### src/rtl/core/cma_pkg.sv
// ----------------------------------------------------------------------------
// Centred moving average package
// Shared constants and types for the centred moving average block.
// ----------------------------------------------------------------------------
package cma_pkg;

  localparam int WS_W             = 7;
  localparam int MAX_HALF_DEF     = 63;
  localparam int SAMPLE_BITS_DEF  = 16;
  localparam logic [WS_W-1:0] WS_RESET = 7'd1;

  typedef enum logic [1:0] {
    BK_IDLE,
    BK_CHECK,
    BK_DIV,
    BK_EMIT
  } back_state_e;

endpackage

### src/rtl/core/cma_ram.sv
// ----------------------------------------------------------------------------
// Generic single-port-write RAM
// One write port and one read port with a registered read.
// ----------------------------------------------------------------------------
module cma_ram #(
  parameter int WIDTH = 16,
  parameter int DEPTH = 128
) (
  input  logic                     clk_i,
  input  logic                     we_i,
  input  logic [$clog2(DEPTH)-1:0] waddr_i,
  input  logic [WIDTH-1:0]         wdata_i,
  input  logic                     re_i,
  input  logic [$clog2(DEPTH)-1:0] raddr_i,
  output logic [WIDTH-1:0]         rdata_o
);

  logic [WIDTH-1:0] mem_q [DEPTH];
  logic [WIDTH-1:0] rdata_q;

  always_ff @(posedge clk_i) begin
    if (we_i) begin
      mem_q[waddr_i] <= wdata_i;
    end
    if (re_i) begin
      rdata_q <= mem_q[raddr_i];
    end
  end

  assign rdata_o = rdata_q;

endmodule

### src/rtl/core/cma_fifo.sv
// ----------------------------------------------------------------------------
// Two-entry queue
// Decouples the front end from the back end of the averaging block.
// ----------------------------------------------------------------------------
module cma_fifo #(
  parameter int WIDTH = 23
) (
  input  logic             clk_i,
  input  logic             rst_ni,
  input  logic             push_i,
  input  logic [WIDTH-1:0] push_data_i,
  output logic             full_o,
  input  logic             pop_i,
  output logic [WIDTH-1:0] pop_data_o,
  output logic             valid_o
);

  logic [WIDTH-1:0] mem_q [2];
  logic             wptr_q, wptr_d;
  logic             rptr_q, rptr_d;
  logic [1:0]       count_q, count_d;

  always_comb begin
    wptr_d  = wptr_q ^ push_i;
    rptr_d  = rptr_q ^ pop_i;
    count_d = count_q + 2'(push_i) - 2'(pop_i);
  end

  always_ff @(posedge clk_i or negedge rst_ni) begin
    if (!rst_ni) begin
      wptr_q  <= 1'b0;
      rptr_q  <= 1'b0;
      count_q <= 2'd0;
    end else begin
      wptr_q  <= wptr_d;
      rptr_q  <= rptr_d;
      count_q <= count_d;
    end
  end

  always_ff @(posedge clk_i) begin
    if (push_i) begin
      mem_q[wptr_q] <= push_data_i;
    end
  end

  assign full_o     = count_q[1];
  assign valid_o    = (count_q != 2'd0);
  assign pop_data_o = mem_q[rptr_q];

endmodule

### src/rtl/core/cma_front.sv
// ----------------------------------------------------------------------------
// Front end
// Holds the window size register, latches the half width at the start of
// each series and queues the samples for the back end.
// ----------------------------------------------------------------------------
module cma_front #(
  parameter int MAX_HALF    = cma_pkg::MAX_HALF_DEF,
  parameter int SAMPLE_BITS = cma_pkg::SAMPLE_BITS_DEF,
  localparam int HALF_W     = $clog2(MAX_HALF + 1),
  localparam int ENT_W      = SAMPLE_BITS + 1 + HALF_W
) (
  input  logic                     clk_i,
  input  logic                     rst_ni,
  input  logic                     cfg_valid_i,
  output logic                     cfg_ready_o,
  input  logic [cma_pkg::WS_W-1:0] cfg_win_len_i,
  input  logic                     in_valid_i,
  output logic                     in_ready_o,
  input  logic [SAMPLE_BITS-1:0]   sample_i,
  input  logic                     last_i,
  output logic                     push_o,
  output logic [ENT_W-1:0]         push_data_o,
  input  logic                     full_i
);

  logic [cma_pkg::WS_W-1:0] win_len_q, win_len_d;
  logic                     in_series_q, in_series_d;
  logic [HALF_W-1:0]        half_q, half_d;
  logic [cma_pkg::WS_W-2:0] half_raw;
  logic [HALF_W-1:0]        half_cfg;
  logic [HALF_W-1:0]        half_use;

  assign cfg_ready_o = 1'b1;
  assign in_ready_o  = !full_i;
  assign push_o      = in_valid_i && !full_i;

  assign half_raw = win_len_q[cma_pkg::WS_W-1:1];
  assign half_cfg = (32'(half_raw) > MAX_HALF) ? HALF_W'(MAX_HALF) : HALF_W'(half_raw);
  assign half_use = in_series_q ? half_q : half_cfg;

  assign push_data_o = {half_use, last_i, sample_i};

  always_comb begin
    win_len_d   = cfg_valid_i ? cfg_win_len_i : win_len_q;
    in_series_d = in_series_q;
    half_d      = half_q;
    if (push_o) begin
      in_series_d = !last_i;
      half_d      = half_use;
    end
  end

  always_ff @(posedge clk_i or negedge rst_ni) begin
    if (!rst_ni) begin
      win_len_q   <= cma_pkg::WS_RESET;
      in_series_q <= 1'b0;
      half_q      <= '0;
    end else begin
      win_len_q   <= win_len_d;
      in_series_q <= in_series_d;
      half_q      <= half_d;
    end
  end

endmodule

### src/rtl/core/cma_div.sv
// ----------------------------------------------------------------------------
// Serial divider
// Unsigned restoring division, one quotient bit per cycle.
// ----------------------------------------------------------------------------
module cma_div #(
  parameter int NUM_W = 25,
  parameter int DEN_W = 8
) (
  input  logic             clk_i,
  input  logic             rst_ni,
  input  logic             start_i,
  input  logic [NUM_W-1:0] num_i,
  input  logic [DEN_W-1:0] den_i,
  output logic             done_o,
  output logic [NUM_W-1:0] quo_o
);

  localparam int CNT_W = $clog2(NUM_W);

  logic             busy_q, busy_d;
  logic             done_q, done_d;
  logic [CNT_W-1:0] cnt_q, cnt_d;
  logic [NUM_W-1:0] quo_q, quo_d;
  logic [DEN_W-1:0] rem_q, rem_d;
  logic [DEN_W-1:0] den_q, den_d;
  logic [DEN_W:0]   trial;
  logic             fits;

  assign trial = {rem_q, quo_q[NUM_W-1]};
  assign fits  = (trial >= {1'b0, den_q});

  always_comb begin
    busy_d = busy_q;
    done_d = 1'b0;
    cnt_d  = cnt_q;
    quo_d  = quo_q;
    rem_d  = rem_q;
    den_d  = den_q;
    if (start_i) begin
      busy_d = 1'b1;
      cnt_d  = CNT_W'(NUM_W - 1);
      quo_d  = num_i;
      rem_d  = '0;
      den_d  = den_i;
    end else if (busy_q) begin
      rem_d = fits ? DEN_W'(trial - {1'b0, den_q}) : DEN_W'(trial);
      quo_d = {quo_q[NUM_W-2:0], fits};
      cnt_d = cnt_q - 1'b1;
      if (cnt_q == '0) begin
        busy_d = 1'b0;
        done_d = 1'b1;
      end
    end
  end

  always_ff @(posedge clk_i or negedge rst_ni) begin
    if (!rst_ni) begin
      busy_q <= 1'b0;
      done_q <= 1'b0;
      cnt_q  <= '0;
    end else begin
      busy_q <= busy_d;
      done_q <= done_d;
      cnt_q  <= cnt_d;
    end
  end

  always_ff @(posedge clk_i) begin
    quo_q <= quo_d;
    rem_q <= rem_d;
    den_q <= den_d;
  end

  assign done_o = done_q;
  assign quo_o  = quo_q;

endmodule

### src/rtl/core/cma_back.sv
// ----------------------------------------------------------------------------
// Back end
// Keeps the sample ring and the running window sum and produces the
// rounded centred means through the serial divider.
// ----------------------------------------------------------------------------
module cma_back #(
  parameter int MAX_HALF    = cma_pkg::MAX_HALF_DEF,
  parameter int SAMPLE_BITS = cma_pkg::SAMPLE_BITS_DEF,
  localparam int HALF_W     = $clog2(MAX_HALF + 1),
  localparam int ENT_W      = SAMPLE_BITS + 1 + HALF_W
) (
  input  logic                   clk_i,
  input  logic                   rst_ni,
  input  logic                   valid_i,
  input  logic [ENT_W-1:0]       data_i,
  output logic                   pop_o,
  output logic                   out_valid_o,
  input  logic                   out_ready_i,
  output logic [SAMPLE_BITS-1:0] average_o,
  output logic                   last_out_o
);

  localparam int CNT_W   = HALF_W + 1;
  localparam int RING_AW = CNT_W;
  localparam int SUM_W   = SAMPLE_BITS + CNT_W + 1;
  localparam int NUM_W   = SUM_W + 1;
  localparam int DEN_W   = CNT_W + 1;

  cma_pkg::back_state_e state_q, state_d;
  logic                 div_start;
  logic                 div_done;

  logic [RING_AW-1:0]     taken_q, taken_d;
  logic [RING_AW-1:0]     emitted_q, emitted_d;
  logic [HALF_W-1:0]      left_q, left_d;
  logic [HALF_W-1:0]      half_q, half_d;
  logic signed [SUM_W-1:0] sum_q, sum_d;
  logic                   last_q, last_d;
  logic                   final_q, final_d;
  logic                   sub_q, sub_d;
  logic                   neg_q, neg_d;
  logic                   out_valid_q, out_valid_d;
  logic [SAMPLE_BITS-1:0] out_avg_q, out_avg_d;
  logic                   out_last_q, out_last_d;

  logic [SAMPLE_BITS-1:0] in_sample;
  logic                   in_last;
  logic [HALF_W-1:0]      in_half;
  logic [RING_AW-1:0]     pending;
  logic [CNT_W-1:0]       count;
  logic                   go;
  logic [SUM_W-1:0]       mag;
  logic [NUM_W-1:0]       num;
  logic [DEN_W-1:0]       den;
  logic [NUM_W-1:0]       quo;
  logic [SAMPLE_BITS-1:0] q_trunc;
  logic [SAMPLE_BITS-1:0] ring_rdata;
  logic                   ram_we;
  logic                   ram_re;
  logic                   emit_ok;

  assign in_sample = data_i[SAMPLE_BITS-1:0];
  assign in_last   = data_i[SAMPLE_BITS];
  assign in_half   = data_i[ENT_W-1:SAMPLE_BITS+1];

  assign pending = taken_q - emitted_q;
  assign count   = CNT_W'({1'b0, left_q}) + pending;
  assign go      = (pending != '0) && ((pending > RING_AW'(half_q)) || last_q);
  assign mag     = sum_q[SUM_W-1] ? SUM_W'(-sum_q) : SUM_W'(sum_q);
  assign num     = {mag, 1'b0} + NUM_W'(count);
  assign den     = {count, 1'b0};
  assign q_trunc = quo[SAMPLE_BITS-1:0];
  assign emit_ok = !out_valid_q || out_ready_i;

  always_comb begin
    state_d = state_q;
    case (state_q)
      cma_pkg::BK_IDLE:  if (valid_i) state_d = cma_pkg::BK_CHECK;
      cma_pkg::BK_CHECK: state_d = go ? cma_pkg::BK_DIV : cma_pkg::BK_IDLE;
      cma_pkg::BK_DIV:   if (div_done) state_d = cma_pkg::BK_EMIT;
      cma_pkg::BK_EMIT:  if (emit_ok) state_d = cma_pkg::BK_CHECK;
      default:           state_d = cma_pkg::BK_IDLE;
    endcase
  end

  always_comb begin
    pop_o       = 1'b0;
    ram_we      = 1'b0;
    ram_re      = 1'b0;
    div_start   = 1'b0;
    taken_d     = taken_q;
    emitted_d   = emitted_q;
    left_d      = left_q;
    half_d      = half_q;
    sum_d       = sum_q;
    last_d      = last_q;
    final_d     = final_q;
    sub_d       = sub_q;
    neg_d       = neg_q;
    out_valid_d = out_valid_q && !out_ready_i;
    out_avg_d   = out_avg_q;
    out_last_d  = out_last_q;
    case (state_q)
      cma_pkg::BK_IDLE: begin
        if (valid_i) begin
          pop_o   = 1'b1;
          ram_we  = 1'b1;
          taken_d = taken_q + 1'b1;
          sum_d   = sum_q + SUM_W'(signed'(in_sample));
          half_d  = in_half;
          last_d  = in_last;
        end
      end
      cma_pkg::BK_CHECK: begin
        if (go) begin
          div_start = 1'b1;
          ram_re    = 1'b1;
          neg_d     = sum_q[SUM_W-1];
          final_d   = last_q && (pending == RING_AW'(1));
          sub_d     = (left_q == half_q);
        end else if (last_q) begin
          taken_d   = '0;
          emitted_d = '0;
          left_d    = '0;
          sum_d     = '0;
          last_d    = 1'b0;
        end
      end
      cma_pkg::BK_EMIT: begin
        if (emit_ok) begin
          out_valid_d = 1'b1;
          out_avg_d   = neg_q ? SAMPLE_BITS'(-q_trunc) : q_trunc;
          out_last_d  = final_q;
          emitted_d   = emitted_q + 1'b1;
          if (sub_q) begin
            sum_d = sum_q - SUM_W'(signed'(ring_rdata));
          end else begin
            left_d = left_q + 1'b1;
          end
        end
      end
      default: begin
      end
    endcase
  end

  always_ff @(posedge clk_i or negedge rst_ni) begin
    if (!rst_ni) begin
      state_q     <= cma_pkg::BK_IDLE;
      taken_q     <= '0;
      emitted_q   <= '0;
      left_q      <= '0;
      half_q      <= '0;
      sum_q       <= '0;
      last_q      <= 1'b0;
      final_q     <= 1'b0;
      sub_q       <= 1'b0;
      neg_q       <= 1'b0;
      out_valid_q <= 1'b0;
      out_last_q  <= 1'b0;
    end else begin
      state_q     <= state_d;
      taken_q     <= taken_d;
      emitted_q   <= emitted_d;
      left_q      <= left_d;
      half_q      <= half_d;
      sum_q       <= sum_d;
      last_q      <= last_d;
      final_q     <= final_d;
      sub_q       <= sub_d;
      neg_q       <= neg_d;
      out_valid_q <= out_valid_d;
      out_last_q  <= out_last_d;
    end
  end

  always_ff @(posedge clk_i) begin
    out_avg_q <= out_avg_d;
  end

  cma_ram #(
    .WIDTH (SAMPLE_BITS),
    .DEPTH (2 ** RING_AW)
  ) u_ring (
    .clk_i   (clk_i),
    .we_i    (ram_we),
    .waddr_i (taken_q),
    .wdata_i (in_sample),
    .re_i    (ram_re),
    .raddr_i (emitted_q - RING_AW'(left_q)),
    .rdata_o (ring_rdata)
  );

  cma_div #(
    .NUM_W (NUM_W),
    .DEN_W (DEN_W)
  ) u_div (
    .clk_i   (clk_i),
    .rst_ni  (rst_ni),
    .start_i (div_start),
    .num_i   (num),
    .den_i   (den),
    .done_o  (div_done),
    .quo_o   (quo)
  );

  assign out_valid_o = out_valid_q;
  assign average_o   = out_avg_q;
  assign last_out_o  = out_last_q;

endmodule

### src/rtl/core/centered_moving_average.sv
// ----------------------------------------------------------------------------
// Centred moving average
// Smooths a series of signed samples with a centred window that is cut
// short at both ends of the series, rounding to nearest.
// ----------------------------------------------------------------------------
//
//   Channel  Direction  Signals                            Transaction
//   cfg      in         cfg_valid_i/ready_o, win_len       window size write
//   in       in         in_valid_i/ready_o, sample, last   one sample
//   out      out        out_valid_o/ready_i, average, ...  one average
//
// Each average is computed by the one-bit-per-cycle serial divider in
// the back end, which takes no new sample while a division is running.
// Reset clears all control state; the sample ring is not cleared.
// The two-entry queue and the output register let input and output stall
// independently of each other.
//
module centered_moving_average #(
  parameter int MAX_HALF    = cma_pkg::MAX_HALF_DEF,
  parameter int SAMPLE_BITS = cma_pkg::SAMPLE_BITS_DEF
) (
  input  logic                     clk_i,
  input  logic                     rst_ni,
  input  logic                     cfg_valid_i,
  output logic                     cfg_ready_o,
  input  logic [cma_pkg::WS_W-1:0] cfg_win_len_i,
  input  logic                     in_valid_i,
  output logic                     in_ready_o,
  input  logic [SAMPLE_BITS-1:0]   sample_i,
  input  logic                     last_i,
  output logic                     out_valid_o,
  input  logic                     out_ready_i,
  output logic [SAMPLE_BITS-1:0]   average_o,
  output logic                     last_out_o
);

  localparam int HALF_W = $clog2(MAX_HALF + 1);
  localparam int ENT_W  = SAMPLE_BITS + 1 + HALF_W;

  logic             push;
  logic [ENT_W-1:0] push_data;
  logic             full;
  logic             pop;
  logic [ENT_W-1:0] pop_data;
  logic             queue_valid;

  cma_front #(
    .MAX_HALF    (MAX_HALF),
    .SAMPLE_BITS (SAMPLE_BITS)
  ) u_front (
    .clk_i         (clk_i),
    .rst_ni        (rst_ni),
    .cfg_valid_i   (cfg_valid_i),
    .cfg_ready_o   (cfg_ready_o),
    .cfg_win_len_i (cfg_win_len_i),
    .in_valid_i    (in_valid_i),
    .in_ready_o    (in_ready_o),
    .sample_i      (sample_i),
    .last_i        (last_i),
    .push_o        (push),
    .push_data_o   (push_data),
    .full_i        (full)
  );

  cma_fifo #(
    .WIDTH (ENT_W)
  ) u_queue (
    .clk_i       (clk_i),
    .rst_ni      (rst_ni),
    .push_i      (push),
    .push_data_i (push_data),
    .full_o      (full),
    .pop_i       (pop),
    .pop_data_o  (pop_data),
    .valid_o     (queue_valid)
  );

  cma_back #(
    .MAX_HALF    (MAX_HALF),
    .SAMPLE_BITS (SAMPLE_BITS)
  ) u_back (
    .clk_i       (clk_i),
    .rst_ni      (rst_ni),
    .valid_i     (queue_valid),
    .data_i      (pop_data),
    .pop_o       (pop),
    .out_valid_o (out_valid_o),
    .out_ready_i (out_ready_i),
    .average_o   (average_o),
    .last_out_o  (last_out_o)
  );

endmodule

### config.mk
export PLATFORM = sky130hd
export DESIGN_NAME = centered_moving_average
export DESIGN_NICKNAME = d
export VERILOG_FILES = /design/src/rtl/core/cma_pkg.sv /design/src/rtl/core/cma_ram.sv /design/src/rtl/core/cma_fifo.sv /design/src/rtl/core/cma_front.sv /design/src/rtl/core/cma_div.sv /design/src/rtl/core/cma_back.sv /design/src/rtl/core/centered_moving_average.sv
export SDC_FILE = /design/constraint.sdc
export NUM_CORES = 2
export LEC_CHECK = 0
export BUFFER_PORTS_ARGS = -buffer_cell sky130_fd_sc_hd__buf_2
export CORE_MARGIN = 10
export CORE_UTILIZATION = 25
export DETAILED_ROUTE_END_ITERATION = 8
export PLACE_DENSITY_LB_ADDON = 0.2
export SYNTH_ARGS = -nofsm -noshare
export SYNTH_HDL_FRONTEND = slang
export SYNTH_SLANG_ARGS = --single-unit
### constraint.sdc
create_clock -name clk_i -period 13.8 [get_ports clk_i]
set_input_delay 0.69 -clock clk_i [delete_from_list [all_inputs] [get_ports clk_i]]
set_output_delay 0.69 -clock clk_i [all_outputs]
set_load 0.02 [all_outputs]
# Yosys cells after proc, flatten, opt, wreduce, memory -nomap -nowiden
# Memory sizes are Yosys's and may differ from the RTL's. A register that Yosys moved wholly into a read port is not among the register bits.
# Cells that the tools add are included.
dict set report word_totals {
  reg_bits 139
  latch_bits 0
  ram_bits 2094
  romBits 0
  word_cells 134
  memories 2
}
dict set report classes {
  add_sub_neg 15
  mul 0
  div 0
  magnitude_cmp 2
  n_eq_ne 12
  shifts 0
  mux 49
  bitwise 2
  reduce_logical 27
}
# name depth word_bits rd rd_clocked_by_memory_dff write_ports line
set memory_table {}
lappend memory_table {u_back.u_ring.mem_q 128 16 1 1 1 cma_ram.sv:18} ;# logic [WIDTH-1:0] mem_q [DEPTH];
lappend memory_table {u_queue.mem_q 2 23 1 0 1 cma_fifo.sv:18} ;# logic [WIDTH-1:0] mem_q [2];
# cell n
set op_table {}
lappend op_table {{24-bit 2-to-1 mux} 6}
lappend op_table {{24-bit case mux with 3 select lines} 1}
lappend op_table {{25-bit 2-to-1 mux} 2}
lappend op_table {{6-bit 2-to-1 mux} 5}
lappend op_table {{7-bit 2-to-1 mux} 4}
lappend op_table {{7-bit case mux with 2 select lines} 2}
lappend op_table {{25-bit by 7-bit adder with 25-bit output} 1}
lappend op_table {{24-bit by 16-bit adder with 24-bit output} 1}
lappend op_table {{24-bit negator} 1}
lappend op_table {{24-bit by 16-bit subtractor with 24-bit output} 1}
lappend op_table {{1-bit 2-to-1 mux} 18}
lappend op_table {{16-bit 2-to-1 mux} 1}
lappend op_table {{16-bit negator} 1}
lappend op_table {{7-bit by 1-bit adder with 7-bit output, second input constant} 2}
lappend op_table {{6-bit case mux with 2 select lines} 1}
lappend op_table {{5-bit 2-to-1 mux} 2}
lappend op_table {{9-bit by 8-bit greater-or-equal comparator with 1-bit output} 1}
lappend op_table {{2-bit 2-to-1 mux} 4}
lappend op_table {{8-bit 2-to-1 mux} 1}
lappend op_table {{2-bit != test, second input constant} 4}
lappend op_table {{2-bit case mux with 4 select lines} 1}
lappend op_table {{4-bit AND reduction} 2}
lappend op_table {{2-bit nonzero test} 4}
lappend op_table {{8-bit subtractor} 1}
lappend op_table {{26 further kinds} 40}

# Longest topological paths before layout
dict set report depth {
  word_depth 7
  mapped_depth 20
  depth_no_buf 18
}

# By module
# Synthesis repeated with hierarchy kept, for this count alone.
dict set report hier_totals {
  hier_cells 4297
  area_unflattened_um2 91395.2
}
# mod instances cells_each area_each_um2 seq_area_each_um2
set modules_own_cells {}
lappend modules_own_cells {cma_ram 1 3086 78683.0 61979.4}
lappend modules_own_cells {cma_back 1 880 7618.6 1931.9}
lappend modules_own_cells {cma_div 1 187 2402.3 1326.3}
lappend modules_own_cells {cma_fifo 1 87 1966.9 1481.4}
lappend modules_own_cells {cma_front 1 57 724.4 325.3}

# Worst setup path after synthesis
# Ideal clock, no wire load.
dict set report synth_path {
  path_type {reg2reg}
  startpoint {reg u_queue.rptr_q}
  endpoint {reg u_back.sum_q[23]}
  setup_time_ns 0.131
  arrival_time_ns 5.238
  path_slack_ns 8.431
  path_stages_with_launch 20
  n_path_buf 1
  synth_period_minus_slack_ns 5.369
  cell_sequence {dfrtp_1 > buf_2 > mux2i_1 > inv_1 > or3_1 > or4b_1 > or4b_4 > xnor2_1 > nor2_1 > a21oi_1 > ha_1 > nand2_1 > o211a_1 > o21ai_0 > nor2b_1 > o21ai_0 > a21oi_1 > xnor2_1 > mux2i_1 > o21ai_1}
}
dict set report synth_via {
  elab_chain_len 4
}
# item line
set synth_rtl {}
lappend synth_rtl {{from (decl)} cma_fifo.sv:20} ;# logic rptr_q, rptr_d;
lappend synth_rtl {{from (signal assigned)} cma_fifo.sv:36} ;# rptr_q <= rptr_d;
lappend synth_rtl {{memory read 2 x 23 bit} -}
lappend synth_rtl {{via pop_data[6]} centered_moving_average.sv:44} ;# logic [ENT_W-1:0] pop_data;
lappend synth_rtl {{24-bit by 16-bit adder with 24-bit output} cma_back.sv:109} ;# sum_d = sum_q + SUM_W'(signed'(in_sample));
lappend synth_rtl {{24-bit 2-to-1 mux} cma_back.sv:105} ;# if (valid_i) begin
lappend synth_rtl {{24-bit case mux with 3 select lines} cma_back.sv:103} ;# case (state_q)
lappend synth_rtl {{to (signal assigned)} cma_back.sv:167} ;# sum_q <= sum_d;
lappend synth_rtl {{to (decl)} cma_back.sv:37} ;# logic signed [SUM_W-1:0] sum_q, sum_d;
# The timed path passes the listed nets, and every way through them passes these cells. The select of a mux whose other input is x is not followed.
# A chain may end at the register's enable or synchronous reset.

# Worst setup path after layout
dict set report layout_path {
  startpoint {reg u_back.left_q[0]}
  endpoint {reg u_back.u_ring.rdata_q[1], in the netlist u_back.u_ring.rdata_o[1] (read register of u_back.u_ring.mem_q) (data pin)}
}
dict set report layout_via {
  elab_chain_len 1
}
# item line
set layout_rtl {}
lappend layout_rtl {{from (decl)} cma_back.sv:35} ;# logic [HALF_W-1:0] left_q, left_d;
lappend layout_rtl {{from (signal assigned)} cma_back.sv:165} ;# left_q <= left_d;
lappend layout_rtl {{7-bit by 6-bit subtractor with 7-bit output} cma_back.sv:190} ;# .raddr_i (emitted_q - RING_AW'(left_q)),
lappend layout_rtl {{to (decl)} cma_ram.sv:19} ;# logic [WIDTH-1:0] rdata_q;
# No other way between the ends.

==> flow_metrics.py <==
metrics = {
    "placement": {
        "numPortBuffers": 46,
        "dp_cells": 9044,
        "place_area_mm2": 0.0976,
        "dp_hpwl_mm": 145,
        "dp_slack_ns": 7.30,
        "gp_congestion": 0.739,
    },
    "power_and_ir_drop": {
        "power_density_mw_per_mm2": 138,
        "internal_power_w": 0.0114,
        "combinationalPowerShare": 0.036,
        "netSwitchingFraction": 0.216,
        "power_frac_seq": 0.534,
        "clkPwrFrac": 0.430,
        "power.switching_w": 0.00314,
        "ir_worst_vdd_mv": 0.107,
        "total_power_w": 0.0145,
        "leakagePower_nw": 33.1,
    },
    "global_route": {
        "grt_pass1_wl_mm": 353,
        "antenna_found_initial": 18,
        "grt_max_degree": 125,
        "grt_remaining_overflow": 0,
        "track_usage": 0.125,
        "grt_pass1_vias": 45100,
    },
    "detailed_routing": {
        "drt-pass1-iter-count": 5,
        "dr_wl_met3_mm": 11.2,
        "dr_total_vias": 43200,
        "met1_length_mm": 109,
        "wl_per_cell_um": 26.2,
        "top_layer_used": "met4",
        "final_antenna_net_count": 0,
        "viasPerCell": 4.54,
        "drcViolationCount": 0,
        "drt_iter0_drc": 3739,
        "wl_met2_mm": 123,
        "wirelength_mm": 249,
    },
    "floorplan": {
        "core_mm2": 0.359,
        "die_area_mm2": 0.386,
        "ioPinCount": 49,
        "initial_core_util": 0.251,
        "die_y_um": 621,
        "std_cell_rows": 220,
        "die_w_um": 621,
    },
    "clock_tree": {
        "holdBufCountCts": 18,
        "h-tree-depth": 4,
        "cts_buffers": 244,
        "clock_path_buffers": 4,
        "path_clk_slew_ns": 0.07,
        "worstSkewPairLatency_ns": 0.90,
        "cts.sinks": 2248,
        "cts_resized": 0,
        "tritoncts": "built",
        "post_cts.repair.setup_buffers": 0,
        "cts-root-buf": "clkbuf_16",
    },
    "synth": {
        "postSynthRegisterBits": 2248,
        "syn_avg_cell_area_um2": 21.2,
        "syn_inst": 4264,
        "netlist_area_mm2": 0.0904,
        "syn_nets": 4379,
        "ys_seq_area_frac": 0.742,
        "ys.flop_type": "edfxtp_1",
        "ys_types": 79,
        "synth.area.top_cells": "edfxtp_1, mux4_2, dfrtp_1",
        "ys_warn_count": 0,
        "synth_top_area_share": 0.717,
        "synth-edff-count": 2158,
        "synth_area_leader_cell": "edfxtp_1",
        "async_reset_ff_frac": 0.0365,
    },
    "setup_path": {
        "crit_fanout": 113,
        "cp-start-kind": "flip-flop",
        "crit_arrival_ns": 7.04,
        "reg2reg_slack_ns": 7.38,
        "crit_path_end_kind": "flip-flop",
        "critPathRequiredTime_ns": 14.42,
        "r2r-start": "u_back.left_q[0]",
        "critPathKind": "flip-flop to flip-flop",
        "worstRegToRegCells": 10,
        "r2r_end": "u_back.u_ring.rdata_o[1]",
    },
    "layout": {
        "layout-drive-gt1-share": 0.302,
        "stdcell_count": 9510,
        "fin_nets": 4650,
        "final_area_mm2": 0.105,
        "syn2layout_area_growth_pct": 16.6,
    },
    "sta": {
        "setup_viol": 0,
        "grt_setup_unrepaired": "no",
        "drv_slew": 0,
        "setup_ws_ns": 7.38,
        "tns_ns": 0,
        "fin_crit_sh": 0.465,
        "tightest_slew_ns": 1.32,
        "period_minus_slack_ns": 6.42,
        "final-hold-violation-count": 0,
        "timing.fmax_mhz": 156,
        "fin_worst_skew_ns": 0.0464,
        "slew_headroom": 0.123,
    },
    "min_path": {
        "hp-class": "primary input to flip-flop",
        "hold_end": "u_queue.mem_q[0][6]",
        "min_from": "sample_i[6]",
        "whs_path_depth": 1,
    },
    "job": {
        "drv_cap": 0,
    },
    "status": {
        "status": "finished clean",
    },
}
-- state kept, by name, summed over array words and instances, names as in the netlist, 2 cells and up --
register,cells
u_back.u_ring.mem_q,2048
u_queue.mem_q,46
u_back.u_div.quo_o,25
u_back.sum_q,24
u_back.average_o,16
u_back.u_ring.rdata_o,16
u_back.u_div.rem_q,8
u_back.emitted_q,7
u_back.taken_q,7
u_back.u_div.den_q,7
u_back.half_q,6
u_back.left_q,6
u_front.half_q,6
u_front.win_len_q,6
u_back.u_div.cnt_q,5
u_back.state_q,2
u_queue.count_q,2
-- layout by cell type (no fill, tap or decap), types with 9 or more instances in the layout --
cell / instances
buf_2: 45
nor4_1: 9
or2_2: 9
edfxtp_1: 2158
clkbuf_16: 245
nand3b_1: 10
a22o_1: 11
a21oi_1: 58
xnor2_1: 74
mux4_2: 672
dfrtp_1: 82
nand2b_1: 15
nor2_1: 73
buf_4: 168
clkinv_2: 50
o31ai_1: 26
inv_1: 68
clkinv_1: 58
nor3_1: 18
nand4_1: 10
mux2i_1: 26
nor2b_1: 16
nand2_1: 128
xor2_1: 42
clkbuf_1: 56
bufinv_16: 17
nor2_2: 108
ha_1: 78
dlygate4sd3_1: 18
nor2_4: 11
a21o_1: 24
or3_1: 9
mux2_2: 40
nand3_1: 37
o21ai_0: 85
-- worst max-delay path: stages, from the launching register on --
cell	delay [ns]
dfrtp_1	0.54
ha_4	0.18
inv_1	0.06
fa_4	1.31
buf_12	0.64
buf_4	0.68
buf_4	0.62
mux4_2	0.41
mux4_2	0.61
mux4_2	0.50
mux2_2	0.33
-- synth_stat cells, types with 11 or more instances --
cell type and instances:
dfrtp_1 82, nand2_1 128, buf_1 64, mux2i_1 26
nor2b_1 16, clkbuf_1 145, xor2_1 43, nor4_1 11
nand2b_1 15, mux2_2 48, mux4_2 672, a21oi_1 58
o31ai_1 26, edfxtp_1 2158, o21ai_0 86, nor2_1 191
a21o_1 24, a22o_1 11, ha_1 80, nand3_1 39
nor3_1 18, inv_1 76, xnor2_1 78
-- logic make-up after synthesis --
kind of cell,share of synthesized area
simple gates,0.0252
flops,0.742
buf+inv,0.0120
mux,0.176
xor+xnor,0.0122
compound gates,0.0202
other cells,0.0000415
fa+ha+maj,0.0124
-- metrics by stage --
step,hold slack [ns],utilization
after floorplan,0.394,-
after global placement,0.483,0.272
after detailed placement,0.488,0.272
after CTS,0.00830,0.293
after global routing,0.0242,0.293
final,0.0725,0.293
-- power groups by stage --
stage               Sequential [W]  Combinational, W  Clock [W]
floorplan                  0.00790          0.000258          0
global placement           0.00789          0.000501          0
detailed placement         0.00789          0.000528          0
CTS                        0.00775          0.000532    0.00643
global route               0.00775          0.000570    0.00670
finish                     0.00775          0.000517    0.00625
-- worst max-delay path by stage --
stage	start	endpoint	slack [ns]	depth (start not counted)
floorplan	u_queue.rptr_q	u_back.sum_q[23]	8.43	19
global placement	u_back.left_q[0]	u_back.u_ring.rdata_o[11]	7.27	10
detailed placement	u_back.left_q[0]	u_back.u_ring.rdata_o[1]	7.30	10
CTS	u_back.left_q[0]	u_back.u_ring.rdata_o[1]	7.29	10
global route	u_back.left_q[0]	u_back.u_ring.rdata_o[11]	7.14	10
finish	u_back.left_q[0]	u_back.u_ring.rdata_o[1]	7.38	10
-- layer usage --
layer,track usage,up-vias
li1,-,18300
met1,0.168,23600
met2,0.212,925
met3,0.0196,320
met4,0.0296,0
met5,0,-
-- area by class of cell --
type                            instances  area [um^2]
Inverter                               77          309
Clock buffer                          302         6350
Clock inverter                        139         1160
Sequential cell                      2248        67000
Fill cell                           35200       254000
Tap cell                             4773         5970
Antenna cell                            7         17.5
Multi-Input combinational cell       1728        22800
Timing Repair Buffer                  236         1770
Power figures use the tool's default switching activity.
